===== src/rtl/core/lut3d_pkg.sv =====
// shared constants, types and helpers for the 3d lut color transform
`timescale 1ns / 1ps

package lut3d_pkg;

    localparam int MaxGrid      = 33;
    localparam int TableDepth   = MaxGrid * MaxGrid * MaxGrid;
    localparam int AddrW        = $clog2(TableDepth);
    localparam int ChanW        = 16;
    localparam int NodeW        = 3 * ChanW;
    localparam int GridW        = 6;
    localparam int Corners      = 8;
    localparam int QueueDepth   = 8;
    localparam int QueuePtrW    = $clog2(QueueDepth);
    localparam int FrontStages  = 4;

    localparam logic [GridW-1:0] GridReset = GridW'(17);
    localparam logic [ChanW-1:0] FullScale = 16'hFFFF;

    typedef enum logic {
        FUNC_LOAD      = 1'b0,
        FUNC_TRANSFORM = 1'b1
    } func_t;

    typedef struct packed {
        func_t                            func;
        logic                             ld_ok;
        logic [Corners-1:0][AddrW-1:0]    addr;
        logic [2:0][ChanW-1:0]            wt;
        logic [NodeW-1:0]                 data;
    } queue_entry_t;

    function automatic logic [GridW-1:0] grid_in_use(input logic [GridW-1:0] g);
        logic [GridW-1:0] r;
        r = g;
        if (g < GridW'(2)) r = GridW'(2);
        if (g > GridW'(MaxGrid)) r = GridW'(MaxGrid);
        return r;
    endfunction

endpackage


===== src/rtl/core/lut3d_front.sv =====
// front: accepts beats, splits colors into nodes and weights, builds corner addresses
`timescale 1ns / 1ps

module lut3d_front (
    input  logic                              aclk,
    input  logic                              aresetn,
    input  logic                              en,
    input  logic                              in_valid,
    input  lut3d_pkg::func_t                  in_func,
    input  logic [15:0]                       in_index,
    input  logic [lut3d_pkg::NodeW-1:0]       in_entry,
    input  logic [2:0][lut3d_pkg::ChanW-1:0]  in_color,
    input  logic [lut3d_pkg::GridW-1:0]       grid,
    output logic                              push,
    output lut3d_pkg::queue_entry_t           push_data
);
    import lut3d_pkg::*;

    localparam int SW = ChanW + GridW;

    logic [FrontStages-1:0] vld_reg;

    // stage 1
    func_t                   f1_func_reg;
    logic                    f1_ok_reg;
    logic [AddrW-1:0]        f1_index_reg;
    logic [NodeW-1:0]        f1_data_reg;
    logic [2:0][SW-1:0]      f1_s_reg;
    logic [GridW-1:0]        f1_g_reg;
    // stage 2
    func_t                   f2_func_reg;
    logic                    f2_ok_reg;
    logic [AddrW-1:0]        f2_index_reg;
    logic [NodeW-1:0]        f2_data_reg;
    logic [2:0][GridW-1:0]   f2_lo_reg, f2_hi_reg, f2_lo_next, f2_hi_next;
    logic [2:0][ChanW-1:0]   f2_w_reg, f2_w_next;
    logic [GridW-1:0]        f2_g_reg;
    // stage 3
    func_t                   f3_func_reg;
    logic                    f3_ok_reg;
    logic [AddrW-1:0]        f3_index_reg;
    logic [NodeW-1:0]        f3_data_reg;
    logic [3:0][10:0]        f3_row_reg, f3_row_next;
    logic [GridW-1:0]        f3_blo_reg, f3_bhi_reg, f3_g_reg;
    logic [2:0][ChanW-1:0]   f3_w_reg;
    // stage 4
    queue_entry_t            f4_reg, f4_next;

    always_comb begin
        logic [GridW-1:0] q0;
        logic [ChanW:0]   rem;
        logic             ge;
        logic [GridW-1:0] lo, lo1;
        for (int k = 0; k < 3; k++) begin
            q0  = f1_s_reg[k][SW-1:ChanW];
            rem = {1'b0, f1_s_reg[k][ChanW-1:0]} + (ChanW+1)'(q0);
            ge  = (rem >= {1'b0, FullScale});
            lo  = q0 + GridW'(ge);
            f2_w_next[k] = ge ? ChanW'(rem - {1'b0, FullScale}) : rem[ChanW-1:0];
            lo1 = lo + 1'b1;
            f2_hi_next[k] = (lo1 < f1_g_reg) ? lo1 : f1_g_reg - 1'b1;
            f2_lo_next[k] = (lo > f1_g_reg - 1'b1) ? f1_g_reg - 1'b1 : lo;
        end
    end

    always_comb begin
        logic [GridW-1:0] r, gr;
        for (int j = 0; j < 4; j++) begin
            r  = j[1] ? f2_hi_reg[0] : f2_lo_reg[0];
            gr = j[0] ? f2_hi_reg[1] : f2_lo_reg[1];
            f3_row_next[j] = 11'(r) * 11'(f2_g_reg) + 11'(gr);
        end
    end

    always_comb begin
        f4_next.func  = f3_func_reg;
        f4_next.ld_ok = f3_ok_reg;
        f4_next.wt    = f3_w_reg;
        f4_next.data  = f3_data_reg;
        for (int k = 0; k < Corners; k++) begin
            f4_next.addr[k] = AddrW'(f3_row_reg[k[2:1]]) * AddrW'(f3_g_reg)
                              + AddrW'(k[0] ? f3_bhi_reg : f3_blo_reg);
        end
        if (f3_func_reg == FUNC_LOAD) begin
            f4_next.addr[0] = f3_index_reg;
        end
    end

    always_ff @(posedge aclk) begin
        if (en) begin
            f1_func_reg  <= in_func;
            f1_ok_reg    <= (in_index < 16'(TableDepth));
            f1_index_reg <= AddrW'(in_index);
            f1_data_reg  <= in_entry;
            f1_g_reg     <= grid;
            for (int k = 0; k < 3; k++) begin
                f1_s_reg[k] <= SW'(in_color[k]) * SW'(grid - 1'b1);
            end
            f2_func_reg  <= f1_func_reg;
            f2_ok_reg    <= f1_ok_reg;
            f2_index_reg <= f1_index_reg;
            f2_data_reg  <= f1_data_reg;
            f2_lo_reg    <= f2_lo_next;
            f2_hi_reg    <= f2_hi_next;
            f2_w_reg     <= f2_w_next;
            f2_g_reg     <= f1_g_reg;
            f3_func_reg  <= f2_func_reg;
            f3_ok_reg    <= f2_ok_reg;
            f3_index_reg <= f2_index_reg;
            f3_data_reg  <= f2_data_reg;
            f3_row_reg   <= f3_row_next;
            f3_blo_reg   <= f2_lo_reg[2];
            f3_bhi_reg   <= f2_hi_reg[2];
            f3_g_reg     <= f2_g_reg;
            f3_w_reg     <= f2_w_reg;
            f4_reg       <= f4_next;
        end
    end

    always_ff @(posedge aclk) begin
        if (!aresetn) begin
            vld_reg <= '0;
        end else if (en) begin
            vld_reg <= {vld_reg[FrontStages-2:0], in_valid};
        end
    end

    assign push      = en && vld_reg[FrontStages-1];
    assign push_data = f4_reg;

endmodule


===== config.mk =====
export PLATFORM = sky130hd
export DESIGN_NAME = lut3d_front
export DESIGN_NICKNAME = d
export VERILOG_FILES = /design/src/rtl/core/lut3d_pkg.sv /design/src/rtl/core/lut3d_front.sv
export SDC_FILE = /design/constraint.sdc
export NUM_CORES = 2
export LEC_CHECK = 0
export ABC_AREA = 1
export BUFFER_PORTS_ARGS = -buffer_cell sky130_fd_sc_hd__buf_2
export CAP_MARGIN = 20
export CORE_ASPECT_RATIO = 0.9
export CORE_MARGIN = 3
export CORE_UTILIZATION = 35
export DETAILED_ROUTE_END_ITERATION = 16
export SYNTH_ARGS = -nofsm -noshare
export SYNTH_HDL_FRONTEND = slang
export SYNTH_SLANG_ARGS = --single-unit

===== constraint.sdc =====
create_clock -name aclk -period 8.6 [get_ports aclk]
set_input_delay 0 -clock aclk [delete_from_list [all_inputs] [get_ports aclk]]
set_output_delay 0 -clock aclk [all_outputs]
set_load 0.02 [all_outputs]

==> flow_metrics.py <==
metrics = {
    "setup_path": {
        "path_max_fanout": 11,
        "timing.critical_path.slowest_cell_delay_ps": 580,
        "crit_buf_inv": 10,
        "endpoint_kind": "flop",
        "cp.arrival_ps": 7190,
        "worst_ep_required_time_ps": 9030,
        "critical_path.startpoint_type": "input pin",
        "critical_path_class": "input pin to flop",
        "rr_startpoint": "f1_s_reg[60]",
        "timing.critical_path.slowest_stage_cell": "sky130_fd_sc_hd__dlygate4sd3_1",
        "critical-path-top-delay-family": "adder cells",
        "worst_path_most_repeated_cell": "sky130_fd_sc_hd__inv_1",
        "cp-startpoint": "grid[1]",
    },
    "timing": {
        "final.setup.tns_ps": 0,
        "report.final.setup_viol": 0,
        "max_freq_mhz": 148,
        "worstMarginPinSlew_ps": 1190,
        "slew-limit-headroom": 0.206,
        "layout_worst_path_cycle_share": 0.787,
        "final_max_slew_viol_count": 0,
        "rsz0062_at_grt": "no",
        "fin_worst_skew_ps": 54.5,
        "hold_viol": 0,
        "fin_crit_ps": 6770,
    },
    "clock_network": {
        "clkLatencyLatePin_ps": 680,
        "number_of_buffers_between_clock_root_and_the_deepest_sink": 3,
        "cts_buffers": 77,
        "cell_at_the_root_of_the_clock_tree": "sky130_fd_sc_hd__clkbuf_16",
        "cts.htree.levels": 3,
        "path_clk_slew_ps": 60,
        "tritoncts_num_sinks": 700,
        "cts_tree": "done",
    },
    "global_route": {
        "grt_first_pass_wirelength_um": 208000,
        "first_global_vias": 38600,
        "grt_antenna_before_repair": 10,
        "grt_overflow_total": 0,
        "grt_start_max_net_pins": 184,
        "track_usage": 0.160,
    },
    "drt": {
        "wl_per_cell_um": 15.6,
        "final_routed_wirelength_across_all_metal_layers_um": 128000,
        "drc": 0,
        "dr.max_layer_used": "met4",
        "avgViaCountPerCell": 4.65,
        "met2RoutedLength_um": 61500,
        "met1_length_um": 57800,
        "detailroute.wirelength.met3_um": 6010,
        "detailroute.via_count": 38200,
        "initialDrtViolationCount": 2345,
        "drt-pass1-iter-count": 5,
        "postRouteAntennaNets": 0,
    },
    "synthesis": {
        "post_synth_main_area_contributors": "sky130_fd_sc_hd__edfxtp_1 (38%), sky130_fd_sc_hd__fa_1 (19%), sky130_fd_sc_hd__ha_1 (9.9%), sky130_fd_sc_hd__nand2_1 (8.2%), sky130_fd_sc_hd__inv_1 (7.3%)",
        "mappedNetlistNets": 6658,
        "yosysTopAreaCellShare": 0.381,
        "synth.yosys.seq_area_share": 0.383,
        "ys_async_sr_fraction": 0,
        "cell_variety_after_synth": 53,
        "synth_enable_flop_cells": 696,
        "post-synth-top-area-cell": "sky130_fd_sc_hd__edfxtp_1",
        "synthesized_area_um2": 54800,
        "synthesis.instances": 5580,
        "ys_seq_elements": 700,
        "synthesis.area_per_instance_um2": 9.82,
        "synth_warnings": 0,
        "ys_dominant_reg_cell": "sky130_fd_sc_hd__edfxtp_1",
    },
    "job": {
        "drv_cap": 0,
    },
    "final_layout": {
        "post_route_cells_drive_above_1_share": 0.0937,
        "final_common_cell": "sky130_fd_sc_hd__nand2_1",
        "max_reg_flops": 226,
        "final_net_count": 7153,
        "post-route-cell-area_um2": 63000,
        "area_growth_syn_to_layout_pct": 15.0,
        "layout.cells.most_common_list": "sky130_fd_sc_hd__nand2_1 (1192), sky130_fd_sc_hd__inv_1 (1073), sky130_fd_sc_hd__edfxtp_1 (696), sky130_fd_sc_hd__fa_1 (521), sky130_fd_sc_hd__nor2_1 (463)",
    },
    "floorplanning": {
        "initial_utilization": 0.353,
        "floorplan.die.width_um": 423,
        "fp.dieArea_um2": 161000,
        "fp.coreArea_um2": 155000,
        "std_cell_rows": 137,
        "floorplan.die.height_um": 381,
        "num_io_pins": 350,
    },
    "place": {
        "placer_congestion_estimate": 0.889,
        "port_bufs": 349,
        "dpl.hpwl_um": 101000,
        "placedInstanceArea_um2": 59100,
    },
    "status": {
        "outcome": "complete, no violations",
    },
    "min_path": {
        "hold_path.class": "input pin to flop",
        "hold_path_startpoint": "in_entry[10]",
    },
}
-- cells in the mapped netlist, types with 2 or more instances --
library cell / count
sky130_fd_sc_hd__o31ai_1: 5
sky130_fd_sc_hd__buf_4: 3
sky130_fd_sc_hd__or3_1: 3
sky130_fd_sc_hd__or2_2: 12
sky130_fd_sc_hd__o211a_1: 5
sky130_fd_sc_hd__buf_6: 3
sky130_fd_sc_hd__a21boi_2: 2
sky130_fd_sc_hd__o211ai_1: 10
sky130_fd_sc_hd__nor3b_2: 2
sky130_fd_sc_hd__o21ai_0: 122
sky130_fd_sc_hd__nor2_2: 9
sky130_fd_sc_hd__nand2_4: 4
sky130_fd_sc_hd__a31oi_1: 9
sky130_fd_sc_hd__nand3b_1: 29
sky130_fd_sc_hd__nor2_1: 464
sky130_fd_sc_hd__edfxtp_1: 696
sky130_fd_sc_hd__o311ai_0: 2
sky130_fd_sc_hd__xor2_2: 3
sky130_fd_sc_hd__nand2_1: 1192
sky130_fd_sc_hd__nand4_1: 87
sky130_fd_sc_hd__a211oi_1: 2
sky130_fd_sc_hd__clkbuf_1: 76
sky130_fd_sc_hd__and2_1: 3
sky130_fd_sc_hd__fa_1: 521
sky130_fd_sc_hd__inv_1: 1073
sky130_fd_sc_hd__xnor2_1: 71
sky130_fd_sc_hd__and3_1: 2
sky130_fd_sc_hd__nor4_1: 2
sky130_fd_sc_hd__ha_1: 434
sky130_fd_sc_hd__a21oi_2: 2
sky130_fd_sc_hd__o21bai_1: 15
sky130_fd_sc_hd__a31o_2: 3
sky130_fd_sc_hd__clkinv_1: 2
sky130_fd_sc_hd__nand2_2: 11
sky130_fd_sc_hd__a21oi_1: 174
sky130_fd_sc_hd__nand3_1: 205
sky130_fd_sc_hd__nand3_4: 2
sky130_fd_sc_hd__xor2_1: 244
sky130_fd_sc_hd__nand3_2: 8
sky130_fd_sc_hd__dfxtp_1: 4
sky130_fd_sc_hd__a21boi_0: 3
sky130_fd_sc_hd__o2111ai_1: 8
sky130_fd_sc_hd__nor3_1: 23
sky130_fd_sc_hd__inv_2: 8
sky130_fd_sc_hd__a21o_1: 14
-- final timing paths --
| check | end | slack, ps | cells after the start |
|---|---|---|---|
| setup / recovery | f1_s_reg[43] | 1830 | 28 |
| hold / removal | f1_data_reg[10] | 70 | 2 |
| setup reg to reg | f2_hi_reg[15] | 2640 | 29 |
| hold reg to reg | f3_blo_reg[0] | 390 | 0 |
-- stage by stage --
stage | hold WS, ps | worst slack [ps] | std cells | utilization
3_3_place_gp | 176 | 1490 | 7961 | 0.380
5_1_grt | 17.0 | 1370 | 8226 | 0.406
3_5_place_dp | 178 | 1390 | 7961 | 0.380
4_1_cts | 1.89 | 1910 | 8221 | 0.406
2_1_floorplan | 98.9 | 2160 | 5580 | -
6_report | 68.0 | 1830 | 8226 | 0.406
-- routing by layer --
metal,global-route usage,vias up
met1,0.216,18400
met4,0.0463,0
met5,0,-
met3,0.0217,178
met2,0.268,843
li1,-,18800
-- logic make-up after synthesis --
family          count (synthesis)  synth area share
compound gates                379            0.0389
xor+xnor                      318            0.0512
fa+ha+maj                     955             0.289
buf+inv                      1166            0.0805
flops                         700             0.383
simple gates                 2062             0.157
-- worst register-to-register path: cells and delay by family, from the launching register on --
family / cells / cell delay [ps]
xor gates and xnor gates: 2 / 560
AOI/OAI and AO/OA: 3 / 900
DFF: 1 / 450
adders and majority gates: 5 / 1530
and+or+nand+nor: 16 / 1940
buffers and inverters: 3 / 330
-- final cells by class --
cell class,instances,area (µm²)
multi-input combinational,3714,29400
inverter,1083,4070
sequential,700,21000
fill,15200,92300
tap,2085,2610
clock inverter,54,766
clock buffer,87,1960
timing repair buffer,499,3220
antenna,4,10.0
-- what timing repair did --
action | 4_1_cts | 5_1_grt
endpoints found under the hold margin | 156 | 0
endpoints found under the setup margin | 0 | 0
hold buffers | 119 | 0
setup buffers | 0 | 0
gates resized for setup | 0 | 0
Power is left out: the tool's default activity adds up to more than one toggle a clock period on the data nets, which glitch-free logic cannot reach.
